==> src/lhp_pkg.sv <==
`default_nettype none

package lhp_pkg;

   localparam int NUM_BINS   = 400;
   localparam int BIN_WIDTH  = 5;
   localparam int COUNT_BITS = 24;

   localparam int FUNC_BITS  = 2;
   localparam int LAT_BITS   = 32;
   localparam int PERM_BITS  = 10;
   localparam int THR_BITS   = 11;
   localparam int PERM_FULL  = 1000;

   localparam int BIN_BITS   = $clog2(NUM_BINS);

   // Latencies at or above this value all land in the last bin.
   localparam int LAT_LIMIT  = NUM_BINS * BIN_WIDTH;
   localparam int LIM_BITS   = (LAT_LIMIT > 2) ? $clog2(LAT_LIMIT) : 1;

   // Reciprocal multiply for latency / BIN_WIDTH, exact below LAT_LIMIT.
   localparam int DIV_SHIFT   = LIM_BITS + 7;
   localparam int DIV_MULT    = ((2 ** DIV_SHIFT) + BIN_WIDTH - 1) / BIN_WIDTH;
   localparam int MULT_BITS   = DIV_SHIFT + 1;
   localparam int QPROD_BITS  = LIM_BITS + MULT_BITS;

   // Percentile arithmetic, scaled by PERM_FULL so no division is needed.
   localparam int PROD_BITS   = PERM_BITS + COUNT_BITS;
   localparam int SCALED_BITS = COUNT_BITS + PERM_BITS;
   localparam int ACC_BITS    = SCALED_BITS + BIN_BITS;

   localparam int BW_BITS     = $clog2(BIN_WIDTH + 1);
   localparam int THR_MUL_BITS = (BIN_BITS + BW_BITS > THR_BITS) ?
                                 (BIN_BITS + BW_BITS) : THR_BITS;

   localparam int QUEUE_DEPTH = 2;
   localparam int QPTR_BITS   = (QUEUE_DEPTH > 2) ? $clog2(QUEUE_DEPTH) : 1;
   localparam int QCNT_BITS   = $clog2(QUEUE_DEPTH + 1);

   typedef enum logic [FUNC_BITS-1:0] {
      FUNC_CLEAR  = 2'd0,
      FUNC_RECORD = 2'd1,
      FUNC_QUERY  = 2'd2
   } lhp_func_type;

   typedef enum logic [1:0] {
      ST_CLEAR,
      ST_RUN,
      ST_WALK
   } lhp_state_type;

   typedef struct packed {
      lhp_func_type         func;
      logic [BIN_BITS-1:0]  bin;
      logic [PERM_BITS-1:0] perm;
   } lhp_op_type;

endpackage

`default_nettype wire

==> src/lhp_queue.sv <==
`default_nettype none

module lhp_queue (
   input  logic                clock,
   input  logic                reset,
   input  logic                push_valid,
   input  lhp_pkg::lhp_op_type push_data,
   output logic                queue_full,
   output logic                q_valid,
   output lhp_pkg::lhp_op_type q_data,
   input  logic                q_pop
);
   import lhp_pkg::*;

   lhp_op_type           entry_ff [QUEUE_DEPTH];
   logic [QPTR_BITS-1:0] wr_ptr_ff;
   logic [QPTR_BITS-1:0] wr_ptr_in;
   logic [QPTR_BITS-1:0] rd_ptr_ff;
   logic [QPTR_BITS-1:0] rd_ptr_in;
   logic [QCNT_BITS-1:0] count_ff;
   logic [QCNT_BITS-1:0] count_in;
   logic                 do_push;
   logic                 do_pop;

   assign queue_full = (count_ff == QCNT_BITS'(QUEUE_DEPTH));
   assign q_valid    = (count_ff != '0);
   assign q_data     = entry_ff[rd_ptr_ff];
   assign do_push    = push_valid && !queue_full;
   assign do_pop     = q_pop && q_valid;

   always_comb begin
      wr_ptr_in = wr_ptr_ff;
      rd_ptr_in = rd_ptr_ff;
      count_in  = count_ff;
      if (do_push) begin
         wr_ptr_in = (wr_ptr_ff == QPTR_BITS'(QUEUE_DEPTH - 1)) ? '0 : wr_ptr_ff + 1'b1;
      end
      if (do_pop) begin
         rd_ptr_in = (rd_ptr_ff == QPTR_BITS'(QUEUE_DEPTH - 1)) ? '0 : rd_ptr_ff + 1'b1;
      end
      if (do_push && !do_pop) begin
         count_in = count_ff + 1'b1;
      end else if (do_pop && !do_push) begin
         count_in = count_ff - 1'b1;
      end
   end

   always_ff @(posedge clock) begin
      if (reset) begin
         wr_ptr_ff <= '0;
         rd_ptr_ff <= '0;
         count_ff  <= '0;
      end else begin
         wr_ptr_ff <= wr_ptr_in;
         rd_ptr_ff <= rd_ptr_in;
         count_ff  <= count_in;
      end
   end

   always_ff @(posedge clock) begin
      if (do_push) begin
         entry_ff[wr_ptr_ff] <= push_data;
      end
   end

endmodule

`default_nettype wire

==> config.mk <==
export PLATFORM = sky130hd
export DESIGN_NAME = lhp_queue
export DESIGN_NICKNAME = d
export VERILOG_FILES = /design/src/lhp_pkg.sv /design/src/lhp_queue.sv
export SDC_FILE = /design/constraint.sdc
export NUM_CORES = 1
export LEC_CHECK = 0
export BUFFER_PORTS_ARGS = -buffer_cell sky130_fd_sc_hd__buf_2
export CAP_MARGIN = 20
export CORE_ASPECT_RATIO = 1.25
export CORE_MARGIN = 1.5
export CORE_UTILIZATION = 35
export DETAILED_ROUTE_END_ITERATION = 10
export PLACE_DENSITY = 0.58
export SLEW_MARGIN = 20
export SYNTH_ARGS = -nofsm -noshare
export SYNTH_HDL_FRONTEND = slang
export SYNTH_SLANG_ARGS = --single-unit
==> constraint.sdc <==
create_clock -name clock -period 2.44 [get_ports clock]
set_clock_uncertainty 0.2 [all_clocks]
set_input_delay 0.488 -clock clock [delete_from_list [all_inputs] [get_ports clock]]
set_output_delay 0.488 -clock clock [all_outputs]
set_load 0.05 [all_outputs]
=== Word level (Yosys, flattened, before mapping) ===
Memories as Yosys holds them, arrays and structs flattened. A register that Yosys moved wholly into a read port is not among the register bits.
Cells that the tools add are included.
W data, S select, Z words.

* Bits in registers: 4
* RAM bits: 42
* Output and inout bits: 23
* Logic and storage cells: 26
* Memories kept: 1

* Add/sub/neg operators: 4
* Equality and inequality tests: 1
* Mux-type cells: 8
* Reduce and logical (&&, ||, !) cells: 9

{| class="wikitable"
|+ Memories
! name !! depth !! bits a word !! rd ports !! clocked after memory_dff !! wr ports !! RTL line !! source
|-
| entry_ff || 2 || 21 || 1 || 1 || 1 || lhp_queue.sv:15 || <nowiki>lhp_op_type entry_ff [QUEUE_DEPTH];</nowiki>
|}

{| class="wikitable"
|+ Operator list
! kind !! number
|-
| $mux W1 || 6
|-
| $logic_and A1 B1 Y1 || 4
|-
| $mux W2 || 2
|-
| $reduce_bool A2 Y1 || 2
|-
| $logic_not A1 Y1 || 3
|-
| $add A1 B1 Y1 const B || 2
|-
| $add A2 B1 Y2 const B || 1
|-
| $eq A2 B2 Y1 const B || 1
|-
| $sub A2 B1 Y2 const B || 1
|}

=== Logic depth before layout (Yosys ltp) ===
* Depth after elaboration: 7
* Depth in mapped cells: 6
* Gate-level depth less buffers: 6

=== Worst setup path after synthesis ===
No wires, ideal clock.

* Path kind: flip-flop to flip-flop
* Start: reg count_ff[1]
* End: reg count_ff[1]
* Arrival: 1.741 ns
* Slack: 0.429 ns
* Cell stages (with the launch flop): 6
* Path buffers: 0
* Path through: dfxtp_1 nor2b_2 nor2_1 ha_1 or3_1 a21oi_1

* Word-level cells in the longest chain between the ends: 6
* Elaborated cells on any way between the ends: 14
* Classes of those cells: add/sub: 2; eq/ne: 1; mux: 2; reduce/logical: 9

{| class="wikitable"
|+ RTL lines
! what !! RTL line !! source
|-
| start: declaration || lhp_queue.sv:20 || <nowiki>logic [QCNT_BITS-1:0] count_ff;</nowiki>
|-
| start signal: assignment || lhp_queue.sv:56 || <nowiki>count_ff <= count_in;</nowiki>
|-
| $eq A2 B2 Y1 * || lhp_queue.sv:25 || <nowiki>assign queue_full = (count_ff == QCNT_BITS'(QUEUE_DEPTH));</nowiki>
|-
| named net queue_full || lhp_queue.sv:8 || <nowiki>output logic queue_full,</nowiki>
|-
| $logic_not A1 Y1 * || lhp_queue.sv:28 || <nowiki>assign do_push = push_valid && !queue_full;</nowiki>
|-
| $logic_and A1 B1 Y1 * || lhp_queue.sv:28 ||
|-
| $logic_not A1 Y1 || lhp_queue.sv:43 || <nowiki>end else if (do_pop && !do_push) begin</nowiki>
|-
| $logic_and A1 B1 Y1 || lhp_queue.sv:43 ||
|-
| $reduce_bool A2 Y1 (no source line) || - ||
|}

Mark *: on every way through the listed nets, which the timed path passes. The rest lies on a longest branch. The select of a mux whose other input is x is not followed.
A chain may end at the register's enable or synchronous reset.

==> out/metrics.csv <==
metric;value;unit
crit_required;1.75;ns
r2r_cells;4;
cts_resized;0;
grt_pass1_wl;4.53;mm
post_cts_buffers;0;
wl;2.88;mm
postLayoutCoreUtil;0.459;
clock_latency;0.29;ns
cts_buffers;5;
synth_cells;90;
synthDistinctLibCells;14;
path_class;register to output port;
p_per_area;1200;nW/µm²
cts.sinks;47;
min_delay_path_depth;1;
grt_max_degree;22;
initial_core_util;0.365;
die_w;65.8;µm
critPathLaunchType;register;
path_clk_slew;0.08;ns
hold_violations;0;
drive_gt1_frac;0.548;
post_drt_wl_per_cell;14.0;µm
cts_tree;done;
viasPerCell;4.55;
max-cap-violations;0;
yosysSeqAreaShare;0.788;
arrival;1.60;ns
dr_wl_met3;161;µm
r2r_slack;0.61;ns
hp-class;input pin to register;
period_needed;2.29;ns
cts_hold_buffers;0;
die_height;81.6;µm
syn_area_per_cell;19.2;µm²
timing.rr.end;entry_ff[1][12]$_DFFE_PP_;
routabilityCongestion;0.592;
io_pins;48;
std_cell_rows;28;
fin_nets;171;
max_freq;436;MHz
syn_nets;116;
clockRootBuffer;clkbuf_8;
cts_max_level;2;
finalMaxSlewViolations;0;
clock_path_buffers;2;
antenna_found_initial;0;
fin_crit_sh;0.940;
crit_path_end_kind;output port;
worstPathMaxFanout;15;
layout_commonest_cell;buf_2;
gr-total-overflow;0;
io_buffers;47;
wl_met2;1.50;mm
setup_tns;0;ns
dieArea;5370;µm²
vias;938;
worst_hold_startpoint;push_data[5];
status;complete, no violations;
first_pass_iters;4;
ys_ff_latch;47;
setup_viol;0;
track_usage;0.116;
ir_drop;0.990;mV
antenna_left;0;
worstMarginPinSlew;0.352;ns
drtIter0Drc;30;
synthToLayoutAreaGrowth;25.6;%
slew_headroom;0.763;
reg2reg_from;count_ff[0]$_SDFFE_PP0P_;
final_cell_mix;47 x buf_2, 42 x edfxtp_1, 21 x mux2_2;
drc;0;
p_leak;0.833;nW
fp.coreArea;4730;µm²
syn_area;1730;µm²
hold_end;entry_ff[0][5]$_DFFE_PP_;
num_antenna_cells;0;
rsz0062_at_grt;false;
fill_cells;443;
grt_pass1_vias;978;
hpwl;1.99;mm
highest_layer;met4;
drt-met1-wl;1.16;mm
ys_warn_count;0;
[cells by family after synthesis]
family | share of synthesized area
flops | 0.788
xor+xnor | 0.0152
mux | 0.137
buf+inv | 0.0101
fa+ha+maj | 0.00724
compound gates | 0.0145
simple gates | 0.0282
[sequential cells by signal (all words and copies together), names as in the netlist, named ones only]
signal	cells
wr_ptr_ff	1
entry_ff	42
count_ff	2
rd_ptr_ff	1
[worst max path at each step]
stage	slack (ns)	cells after the start	startpoint	to
after floorplan	0.43	5	count_ff[1]$_SDFFE_PP0P_	count_ff[1]$_SDFFE_PP0P_
after global placement	0.50	3	register	q_data[17]
after detailed placement	0.46	3	register	q_data[17]
after CTS	0.12	3	register	q_data[17]
after global routing	0.07	3	register	q_data[17]
final	0.15	3	register	q_data[3]
[Yosys cell counts (all sizes together)]
master	instances	area [µm²]
edfxtp	42	1260
mux2	21	236
dfxtp	5	100
nor2	4	15.0
o21ai	3	15.0
xor2	3	26.3
a21oi	2	10.0
buf	2	10.0
inv	2	7.51
or3	2	12.5
and2	1	6.26
ha	1	12.5
nor2b	1	8.76
or2	1	6.26
[worst max-delay path, stage by stage (launching register included)]
cell and delay (ns):
dfxtp_1 0.54, buf_12 0.20, mux2_2 0.34, buf_2 0.21
[area by class of cell]
class	count	area, µm²	share of cell area
inverters	2	7.51	0.00346
flip-flops and latches	47	1360	0.627
well taps	60	75.1	0.0346
clock buffers	5	68.8	0.0317
clock inverters	3	38.8	0.0179
repair buffers	50	270	0.124
multi-input cells	39	349	0.161
[stage by stage]
stage | hold WS (ns) | instances | worst slack, ns | area (µm²) | total power [mW]
after floorplan | 0.252 | 90 | 0.429 | 1730 | 1.86
after detailed placement | 0.287 | 198 | 0.458 | 2060 | 2.10
after global placement | 0.275 | 198 | 0.496 | 2060 | 2.08
after global routing | 0.164 | 206 | 0.0696 | 2170 | 2.74
after CTS | 0.169 | 206 | 0.123 | 2170 | 2.64
final | 0.177 | 206 | 0.147 | 2170 | 2.61
[where the power goes]
group	switching [mW]	total, mW	internal [mW]
Combinational	0.695	0.997	0.302
Clock	0.245	0.545	0.300
Sequential	0.0583	1.07	1.02
[routing by layer]
metal | track usage | up-vias
met4 | 0.0500 | 0
li1 | - | 449
met3 | 0.0425 | 5
met2 | 0.196 | 28
met1 | 0.131 | 456
met5 | 0 | -
Power figures use the tool's default switching activity.
