`src/lhp_pkg.sv`:
```
`default_nettype none

package lhp_pkg;

   localparam int NUM_BINS   = 400;
   localparam int BIN_WIDTH  = 5;
   localparam int COUNT_BITS = 24;

   localparam int FUNC_BITS  = 2;
   localparam int LAT_BITS   = 32;
   localparam int PERM_BITS  = 10;
   localparam int THR_BITS   = 11;
   localparam int PERM_FULL  = 1000;

   localparam int BIN_BITS   = $clog2(NUM_BINS);

   // Latencies at or above this value all land in the last bin.
   localparam int LAT_LIMIT  = NUM_BINS * BIN_WIDTH;
   localparam int LIM_BITS   = (LAT_LIMIT > 2) ? $clog2(LAT_LIMIT) : 1;

   // Reciprocal multiply for latency / BIN_WIDTH, exact below LAT_LIMIT.
   localparam int DIV_SHIFT   = LIM_BITS + 7;
   localparam int DIV_MULT    = ((2 ** DIV_SHIFT) + BIN_WIDTH - 1) / BIN_WIDTH;
   localparam int MULT_BITS   = DIV_SHIFT + 1;
   localparam int QPROD_BITS  = LIM_BITS + MULT_BITS;

   // Percentile arithmetic, scaled by PERM_FULL so no division is needed.
   localparam int PROD_BITS   = PERM_BITS + COUNT_BITS;
   localparam int SCALED_BITS = COUNT_BITS + PERM_BITS;
   localparam int ACC_BITS    = SCALED_BITS + BIN_BITS;

   localparam int BW_BITS     = $clog2(BIN_WIDTH + 1);
   localparam int THR_MUL_BITS = (BIN_BITS + BW_BITS > THR_BITS) ?
                                 (BIN_BITS + BW_BITS) : THR_BITS;

   localparam int QUEUE_DEPTH = 2;
   localparam int QPTR_BITS   = (QUEUE_DEPTH > 2) ? $clog2(QUEUE_DEPTH) : 1;
   localparam int QCNT_BITS   = $clog2(QUEUE_DEPTH + 1);

   typedef enum logic [FUNC_BITS-1:0] {
      FUNC_CLEAR  = 2'd0,
      FUNC_RECORD = 2'd1,
      FUNC_QUERY  = 2'd2
   } lhp_func_type;

   typedef enum logic [1:0] {
      ST_CLEAR,
      ST_RUN,
      ST_WALK
   } lhp_state_type;

   typedef struct packed {
      lhp_func_type         func;
      logic [BIN_BITS-1:0]  bin;
      logic [PERM_BITS-1:0] perm;
   } lhp_op_type;

endpackage

`default_nettype wire

```
`src/lhp_front.sv`:
```
`default_nettype none

module lhp_front (
   input  logic                           req_valid,
   input  logic [lhp_pkg::FUNC_BITS-1:0]  req_func,
   input  logic [lhp_pkg::LAT_BITS-1:0]   req_latency_cycles,
   input  logic [lhp_pkg::PERM_BITS-1:0]  req_percentile_permille,
   output logic                           req_stall,
   input  logic                           queue_full,
   output logic                           push_valid,
   output lhp_pkg::lhp_op_type            push_data
);
   import lhp_pkg::*;

   logic [QPROD_BITS-1:0] quot_prod;
   logic [BIN_BITS-1:0]   bin;
   logic [PERM_BITS-1:0]  perm;
   logic                  known;

   assign quot_prod = QPROD_BITS'(req_latency_cycles[LIM_BITS-1:0]) * QPROD_BITS'(DIV_MULT);

   assign bin = (req_latency_cycles >= LAT_BITS'(LAT_LIMIT)) ? BIN_BITS'(NUM_BINS - 1)
                                                             : BIN_BITS'(quot_prod >> DIV_SHIFT);

   assign perm = (req_percentile_permille > PERM_BITS'(PERM_FULL)) ? PERM_BITS'(PERM_FULL)
                                                                   : req_percentile_permille;

   // The unused operation code is taken and dropped here.
   always_comb begin
      unique case (req_func)
         FUNC_CLEAR, FUNC_RECORD, FUNC_QUERY: known = 1'b1;
         default:                             known = 1'b0;
      endcase
   end

   assign req_stall       = queue_full;
   assign push_valid      = req_valid && !queue_full && known;
   assign push_data.func  = lhp_func_type'(req_func);
   assign push_data.bin   = bin;
   assign push_data.perm  = perm;

endmodule

`default_nettype wire

```
`config.mk`:
```
export PLATFORM = sky130hd
export DESIGN_NAME = lhp_front
export DESIGN_NICKNAME = d
export VERILOG_FILES = /design/src/lhp_pkg.sv /design/src/lhp_front.sv
export SDC_FILE = /design/constraint.sdc
export NUM_CORES = 1
export LEC_CHECK = 0
export ABC_AREA = 1
export BUFFER_PORTS_ARGS = -buffer_cell sky130_fd_sc_hd__buf_2
export CAP_MARGIN = 25
export CORE_ASPECT_RATIO = 1.25
export CORE_MARGIN = 3
export CORE_UTILIZATION = 53
export DETAILED_ROUTE_END_ITERATION = 10
export PLACE_DENSITY_LB_ADDON = 0.2
export REMOVE_ABC_BUFFERS = 1
export SYNTH_ARGS = -nofsm -noshare
export SYNTH_HDL_FRONTEND = slang
export SYNTH_SLANG_ARGS = --single-unit
export TNS_END_PERCENT = 30
```
`constraint.sdc`:
```
create_clock -name vclk -period 5.65
set_input_delay 1.13 -clock vclk [all_inputs]
set_output_delay 1.13 -clock vclk [all_outputs]
set_load 0.005 [all_outputs]
```
# Word level (Yosys, flattened, before mapping)
# Cells that the tools add are included.
classes:
  n_addsub: 0
  n_mul: 1
  n_div: 0
  order_cmp: 2
  eq_ne: 2
  shifts: 0
  muxes: 3
  bitwise_logic: 0
  n_reduce_logical: 5
ops:
  columns: ["operator", "n"]
  rows:
  - ["32-bit by 11-bit greater-or-equal comparator with 1-bit output, second input constant", 1]
  - ["11-bit by 16-bit multiplier with 27-bit output, second input constant", 1]
  - ["10-bit > comparator, second input constant", 1]
  - ["10-bit two-way mux", 1]
  - ["9-bit two-way mux", 1]
  - ["3-bit OR reduction", 1]
  - ["2-bit by 1-bit == test with 1-bit output, second input constant", 1]
  - ["2-bit == test, second input constant", 1]
  - ["1-bit logical AND", 2]
  - ["2-bit zero test", 1]
  - ["1-bit zero test", 1]
  - ["1-bit two-way mux", 1]
word_totals:
  regBits: 0
  latchBits: 0
  ram_bits: 0
  mem_bits_ro: 0
  inputBits: 46
  out_inout_bits: 23
  elab_cells: 13
  memories: 0

# Logic depth before layout (Yosys ltp)
# Gate-level depths: netlist (run 1).
logic_depth:
  depth_word: 4
  ltp_mapped: 23
  ltp_nobuf: 23

# Worst setup path after synthesis (run 1)
# No wires, ideal clock.
synth_timing:
  path_kind: "in2out"
  startpoint: "in req_latency_cycles[9] (netlist bit)"
  endpoint: "out push_data[14] (netlist bit)"
  arrival_ps: 4696
  t_required_ps: 4520
  setup_slack_ps: -176
  stages: 18
  n_path_buf: 0
  cell_sequence: "inv_1 > ha_1 > fa_1 > fa_1 > inv_1 > fa_1 > inv_1 > fa_1 > inv_1 > ha_1 > nand2_1 > nor2_1 > nand2_1 > nor2_1 > nand2_1 > nand3_1 > nor2_1 > nor2_1"
synth_lines:
  columns: ["item", "line_no", "source"]
  rows:
  - ["start, declared", "lhp_front.sv:6", "input logic [lhp_pkg::LAT_BITS-1:0] req_latency_cycles,"]
  - ["end, declared", "lhp_front.sv:11", "output lhp_pkg::lhp_op_type push_data"]

==> results of run 1 <==
## final timing paths
check,cells after the start,to,startpoint
max,19,push_data[15],req_latency_cycles[3]
min,2,push_data[6],req_percentile_permille[6]
## report_power, final
| group | leakage [nW] | internal [mW] | switching, mW | total [mW] |
|---|---|---|---|---|
| registers | 0 | 0 | 0 | 0 |
| logic | 2.70 | 0.903 | 1.17 | 2.07 |
| clock network | 0 | 0 | 0 | 0 |
## kinds of logic after synthesis
logic type	Yosys count	synth area share (%)
compound gates	18	2.89
xor+xnor	2	0.525
fa+ha+maj	111	50.1
buf+inv	162	18.5
simple gates	223	27.9
## critical path, delay by kind of cell
family	cells	cell delay, ns
AO/OA/AOI/OAI	1	0.22
adder cells (fa/ha/maj)	6	2.58
buffers and inverters	5	0.34
AND/OR/NAND/NOR	7	0.61
## metal layers
layer	vias up	global-route usage, %	routed length (um)	share of wire, %
li1	1769	-	-	-
met1	1652	28.5	3650	38
met2	75	54.0	5290	55
met3	29	0.573	238	2.5
met4	0	10.5	395	4.1
met5	-	0	0	0
## area by class of cell
class | count | share of cell area [%]
Multi-Input combinational cell | 354 | 67.3
Timing Repair Buffer | 123 | 17.6
Inverter | 154 | 12.9
Tap cell | 82 | 2.26
## stage by stage
step                utilization [%]  instance area (sq um)
global route                   76.3                   4530
detailed placement             69.4                   4120
global placement               69.4                   4120
CTS                            74.6                   4420
finish                         76.3                   4530
floorplan                         -                   3300
## placed cells by master, fill, tap and decap left out, drive strengths merged
master / netlist / final
o21bai: 1 / 1
ha: 73 / 73
o21ai: 4 / 4
buf: 3 / 123
nand3b: 1 / 1
a21oi: 12 / 12
inv: 154 / 154
fa: 38 / 38
xnor2: 1 / 1
nor4: 2 / 2
nand2: 130 / 130
nand3: 25 / 25
nor2: 52 / 52
xor2: 1 / 1
nand4: 7 / 7
o2111ai: 1 / 1
nor3: 6 / 6
## timing repair
| item | CTS | global route |
|---|---|---|
| hold endpoints to repair | 0 | 0 |
| setup endpoints to repair | 9 | 9 |
| pin swaps | 31 | 25 |
| gates resized for setup | 57 | 27 |
| gates cloned | 0 | 0 |
| setup buffers | 2 | 2 |
==> results.txt, run 1 <==
----------------------------------------------------
[Synthesis]
  Sequential-to-total area share from yosys stat ... 0%
  Total number of yosys warnings ... 0
  Mean cell area of the mapped netlist ... 6.47 sq um
  Post-synth top area cell ... sky130_fd_sc_hd__ha_1
  Cells taking the most area after synthesis ... sky130_fd_sc_hd__ha_1 (27%), sky130_fd_sc_hd__fa_1 (23%), sky130_fd_sc_hd__inv_1 (17%)
  Cell variety after synth ... 22
  Most used standard cell by instance count after synthesis ... sky130_fd_sc_hd__inv_1
  Top cell type's share of synthesized area ... 27.4%
  Post-synthesis instance total ... 516
  Cell area after synthesis ... 3340 sq um
  Commonest cells in the synthesized netlist ... sky130_fd_sc_hd__inv_1 (153), sky130_fd_sc_hd__nand2_1 (127), sky130_fd_sc_hd__ha_1 (73)

[Timing]
  Worst hold-check slack ... 2.44 ns
  Final Worst Setup Slack ... -0.367 ns
  Setup Total Neg Slack ... -2.76 ns
  Highest attainable clock frequency ... 166 MHz
  Final Cycle Share ... 107%
  Number of endpoints with negative hold slack in the final report ... 0
  Final setup violation count ... 9
  Period minus WS final ... 6.02 ns
  Setup repair after global routing missed its margin ... true
  Worst slew margin ... 72.7%
  Fin. max-slew vios ... 0
  Worst Max-Slew Pin Slew ... 0.409 ns

[Worst setup path]
  Arrival time worst endpoint ... 4.89 ns
  Crit Path Class ... input port to output pin
  Cell Chain, Critical Path ... buf_2 > inv_1 > ha_1 > fa_2 > fa_2 > fa_1 > inv_1 > ha_1 > ha_1 > nand2_1 > nand2_1 > o21ai_1 > nand2_1 > nand3_1 > nand3_1 > nand2_1 > inv_1 > nor2_1 > buf_2
  Slowest cell on crit path ... sky130_fd_sc_hd__fa_2
  Max Fanout on Critical Path ... 3
  Longest individual stage delay on the worst path ... 0.62 ns
  Startpoint class of the critical path ... input port
  Library cell appearing most often on the critical path ... sky130_fd_sc_hd__nand2_1
  CP endpoint kind ... output pin
  Required time reported for the critical path endpoint ... 4.52 ns

[Global routing]
  Number of antenna violations at the first check in global routing ... 0
  Global route overflow ... 0
  Overall routing resource usage ... 26.4%
  Via count of the first global-routing pass ... 3,599
  Maximum number of pins on one net before global-route repair ... 10
  First-pass GRT wire length ... 15.5 mm

[Drt]
  Routed length per placed instance ... 13.4 um
  Number of nets with antenna violations after detailed routing ... 0
  Vias post-DR ... 3,525
  1st-pass router iterations ... 4
  Drc violations ... 0
  DR vias/cell ... 4.94
  First DRT Iteration DRCs ... 213
  Post-detailed-routing wire length ... 9.58 mm

[Placed design]
  Post-detailed-placement half-perimeter wirelength ... 7.72 mm
  Gp weighted congestion ... 0.938
  Placed cell count ... 709
  Worst-case setup slack after placement ... -0.642 ns
  I/O Buffers ... 69

[Cells and area]
  Syn-to-layout area delta ... 35.7%
  Register area ... 0 sq um
  Net count reported at finish ... 790
  ANT cells ... 0
  Total of clock buffers placed in the layout ... 0
  Area of the multi-input gates ... 3050 sq um
  Filler-free cell count of the finished design ... 713
  Number of sequential cells ... 0
  Filler Cell Count ... 457
  Share of cells above drive strength 1 ... 30.4%

[Die]
  Area of the placeable core ... 5930 sq um
  Area of the die ... 7290 sq um
  Initial cell density of the core ... 56.3%
  Number of top-level pins ... 69
  Number of cell rows ... 31
  Overall die width ... 77.0 um
  Floorplan die height ... 94.7 um

[Power]
  Overall Power ... 2.07 mW
  Max VDD drop ... 234 uV
  Leakage power ... 2.70 nW
  P per Cell Area ... 457 nW/um^2

[Status]
  Violations in the final reports ... setup timing
  Status ... complete, but fails checks

[Run]
  Number of maximum-capacitance violations ... 0

[CTS]
  Total of hold buffers inserted after clock tree synthesis ... 0

[Hold path]
  Min-delay worst type ... input port to output pin

----------------------------------------------------
(Power assumes the default switching activity.)
==> run 2, diff against run 1 <==
--- a/config.mk
+++ b/config.mk
@@ -10,7 +10,7 @@
 export CAP_MARGIN = 25
 export CORE_ASPECT_RATIO = 1.25
 export CORE_MARGIN = 3
-export CORE_UTILIZATION = 53
+export CORE_UTILIZATION = 60
 export DETAILED_ROUTE_END_ITERATION = 10
 export PLACE_DENSITY_LB_ADDON = 0.2
 export REMOVE_ABC_BUFFERS = 1
==> constraint.sdc (replaced) <==
create_clock -name vclk -period 7.5
set_input_delay 1.5 -clock vclk [all_inputs]
set_output_delay 1.5 -clock vclk [all_outputs]
set_load 0.005 [all_outputs]
==> run 2 against run 1 <==
  * The flow now finishes without violations
  * Via count is 10% lower
  * Core utilization is 5.1 points lower
  * Sequential share of layout area stayed put
  * First-iteration DRC count is 36% lower
  * Die area is 11% lower
  * Power is 48% lower
  * Critical path type unchanged
  * Critical endpoint is now push_data[14]
  * Largest power group unchanged
==> results.txt, run 2 (synthesized netlist as in run 1, its figures left out) <==
----------------------------------------------------
[Status]
  Status ... complete, no violations

[Global routing]
  First-pass GRT wire length ... 13.1 mm
  Overall routing resource usage ... 25.4%
  Maximum number of pins on one net before global-route repair ... 10
  Via count of the first global-routing pass ... 3,111
  Number of antenna violations at the first check in global routing ... 0
  Global route overflow ... 0

[Worst setup path]
  Termination of the worst setup path ... push_data[14]
  Arrival time worst endpoint ... 5.56 ns
  Critical Path Source ... req_latency_cycles[5]
  CP endpoint kind ... output pin
  Startpoint class of the critical path ... input port
  Required time reported for the critical path endpoint ... 6.00 ns
  Max Fanout on Critical Path ... 6
  Crit Path Class ... input port to output pin

[Die]
  Number of cell rows ... 29
  Area of the die ... 6500 sq um
  Number of top-level pins ... 69
  Area of the placeable core ... 5230 sq um
  Overall die width ... 72.7 um
  Floorplan die height ... 89.4 um
  Initial cell density of the core ... 63.9%

[Timing]
  Final setup violation count ... 0
  Period minus WS final ... 7.06 ns
  Final Worst Setup Slack ... 0.437 ns
  Setup Total Neg Slack ... 0 ns
  Highest attainable clock frequency ... 142 MHz
  Worst hold-check slack ... 3.18 ns
  Worst slew margin ... 74.7%
  Worst Max-Slew Pin Slew ... 0.379 ns
  Setup repair after global routing missed its margin ... false
  Fin. max-slew vios ... 0
  Number of endpoints with negative hold slack in the final report ... 0
  Final Cycle Share ... 94.2%

[Drt]
  1st-pass router iterations ... 4
  Routed length per placed instance ... 12.2 um
  Vias post-DR ... 3,162
  Drc violations ... 0
  DR vias/cell ... 4.95
  Post-detailed-routing wire length ... 7.78 mm
  First DRT Iteration DRCs ... 137
  Number of nets with antenna violations after detailed routing ... 0

[Cells and area]
  Filler Cell Count ... 478
  Filler-free cell count of the finished design ... 639
  Leading cell types in the layout, fill and taps excluded ... sky130_fd_sc_hd__inv_1 (153), sky130_fd_sc_hd__nand2_1 (127), sky130_fd_sc_hd__ha_1 (73)
  Total of clock buffers placed in the layout ... 0
  Net count reported at finish ... 736
  Most common library cell in the layout ignoring fill and taps ... sky130_fd_sc_hd__inv_1
  Number of sequential cells ... 0
  Syn-to-layout area delta ... 11.4%
  ANT cells ... 0
  Share of cells above drive strength 1 ... 13.9%
  Area of the multi-input gates ... 2720 sq um
  Register area ... 0 sq um

[Placed design]
  Gp weighted congestion ... 0.922
  Post-detailed-placement half-perimeter wirelength ... 7.42 mm
  I/O Buffers ... 69
  Placed cell count ... 639
  Worst-case setup slack after placement ... 0.435 ns

[Power]
  P per Cell Area ... 287 nW/um^2
  Leakage power ... 2.41 nW
  Max VDD drop ... 114 uV
  Overall Power ... 1.07 mW

[CTS]
  Total setup buffers inserted after CTS ... 0
  Total of hold buffers inserted after clock tree synthesis ... 0
  Resize count post-CTS ... 0

[Hold path]
  Min-delay worst type ... input port to output pin

[Run]
  Number of maximum-capacitance violations ... 0

----------------------------------------------------
run 2: per-stage QoR:
stage	area, sq um	utilization, %
4_1_cts	3720	71.2
2_1_floorplan	3300	-
6_report	3720	71.2
3_5_place_dp	3720	71.2
3_3_place_gp	3720	71.2
5_1_grt	3720	71.2
run 2: metal layers:
metal / global-route usage, % / vias up / wire length (um)
met4: 7.55 / 0 / 285
met5: 0 / - / 0
met1: 31.0 / 1417 / 3280
met3: 0.337 / 22 / 169
li1: - / 1657 / -
met2: 48.4 / 66 / 4050
run 2: critical path: stages:
cell and delay (ns):
sky130_fd_sc_hd__buf_2 0.14, sky130_fd_sc_hd__ha_1 0.33, sky130_fd_sc_hd__inv_1 0.10, sky130_fd_sc_hd__fa_1 0.50, sky130_fd_sc_hd__fa_1 0.54, sky130_fd_sc_hd__inv_1 0.05, sky130_fd_sc_hd__fa_1 0.49, sky130_fd_sc_hd__inv_1 0.05
sky130_fd_sc_hd__fa_1 0.52, sky130_fd_sc_hd__inv_1 0.04, sky130_fd_sc_hd__ha_1 0.31, sky130_fd_sc_hd__nand2_1 0.16, sky130_fd_sc_hd__inv_1 0.05, sky130_fd_sc_hd__nand2_1 0.06, sky130_fd_sc_hd__nand2_1 0.06, sky130_fd_sc_hd__a21oi_1 0.15
sky130_fd_sc_hd__nand3_1 0.14, sky130_fd_sc_hd__nand2_1 0.09, sky130_fd_sc_hd__nand2_1 0.05, sky130_fd_sc_hd__nor2_1 0.10, sky130_fd_sc_hd__buf_2 0.12
run 2: worst min path at each step:
stage / slack (ns) / start / end / cells past startpoint
CTS: 3.18 / req_percentile_permille[5] / push_data[5] / 2
detailed placement: 3.18 / req_percentile_permille[5] / push_data[5] / 2
global route: 3.20 / req_percentile_permille[5] / push_data[5] / 2
floorplan: 3.00 / req_func[0] / push_data[19] / 0
finish: 3.18 / req_func[1] / push_data[20] / 2
global placement: 3.18 / req_percentile_permille[5] / push_data[5] / 2
run 2: power by group:
group / switching, mW / total [mW] / internal [mW]
Sequential: 0 / 0 / 0
Combinational: 0.683 / 1.07 / 0.385
Clock: 0 / 0 / 0
run 2: layout make-up:
cell class	instances	area share, %
Inverter	154	15.5
Timing Repair Buffer	69	9.28
Multi-Input combinational cell	354	73.1
Tap cell	62	2.08
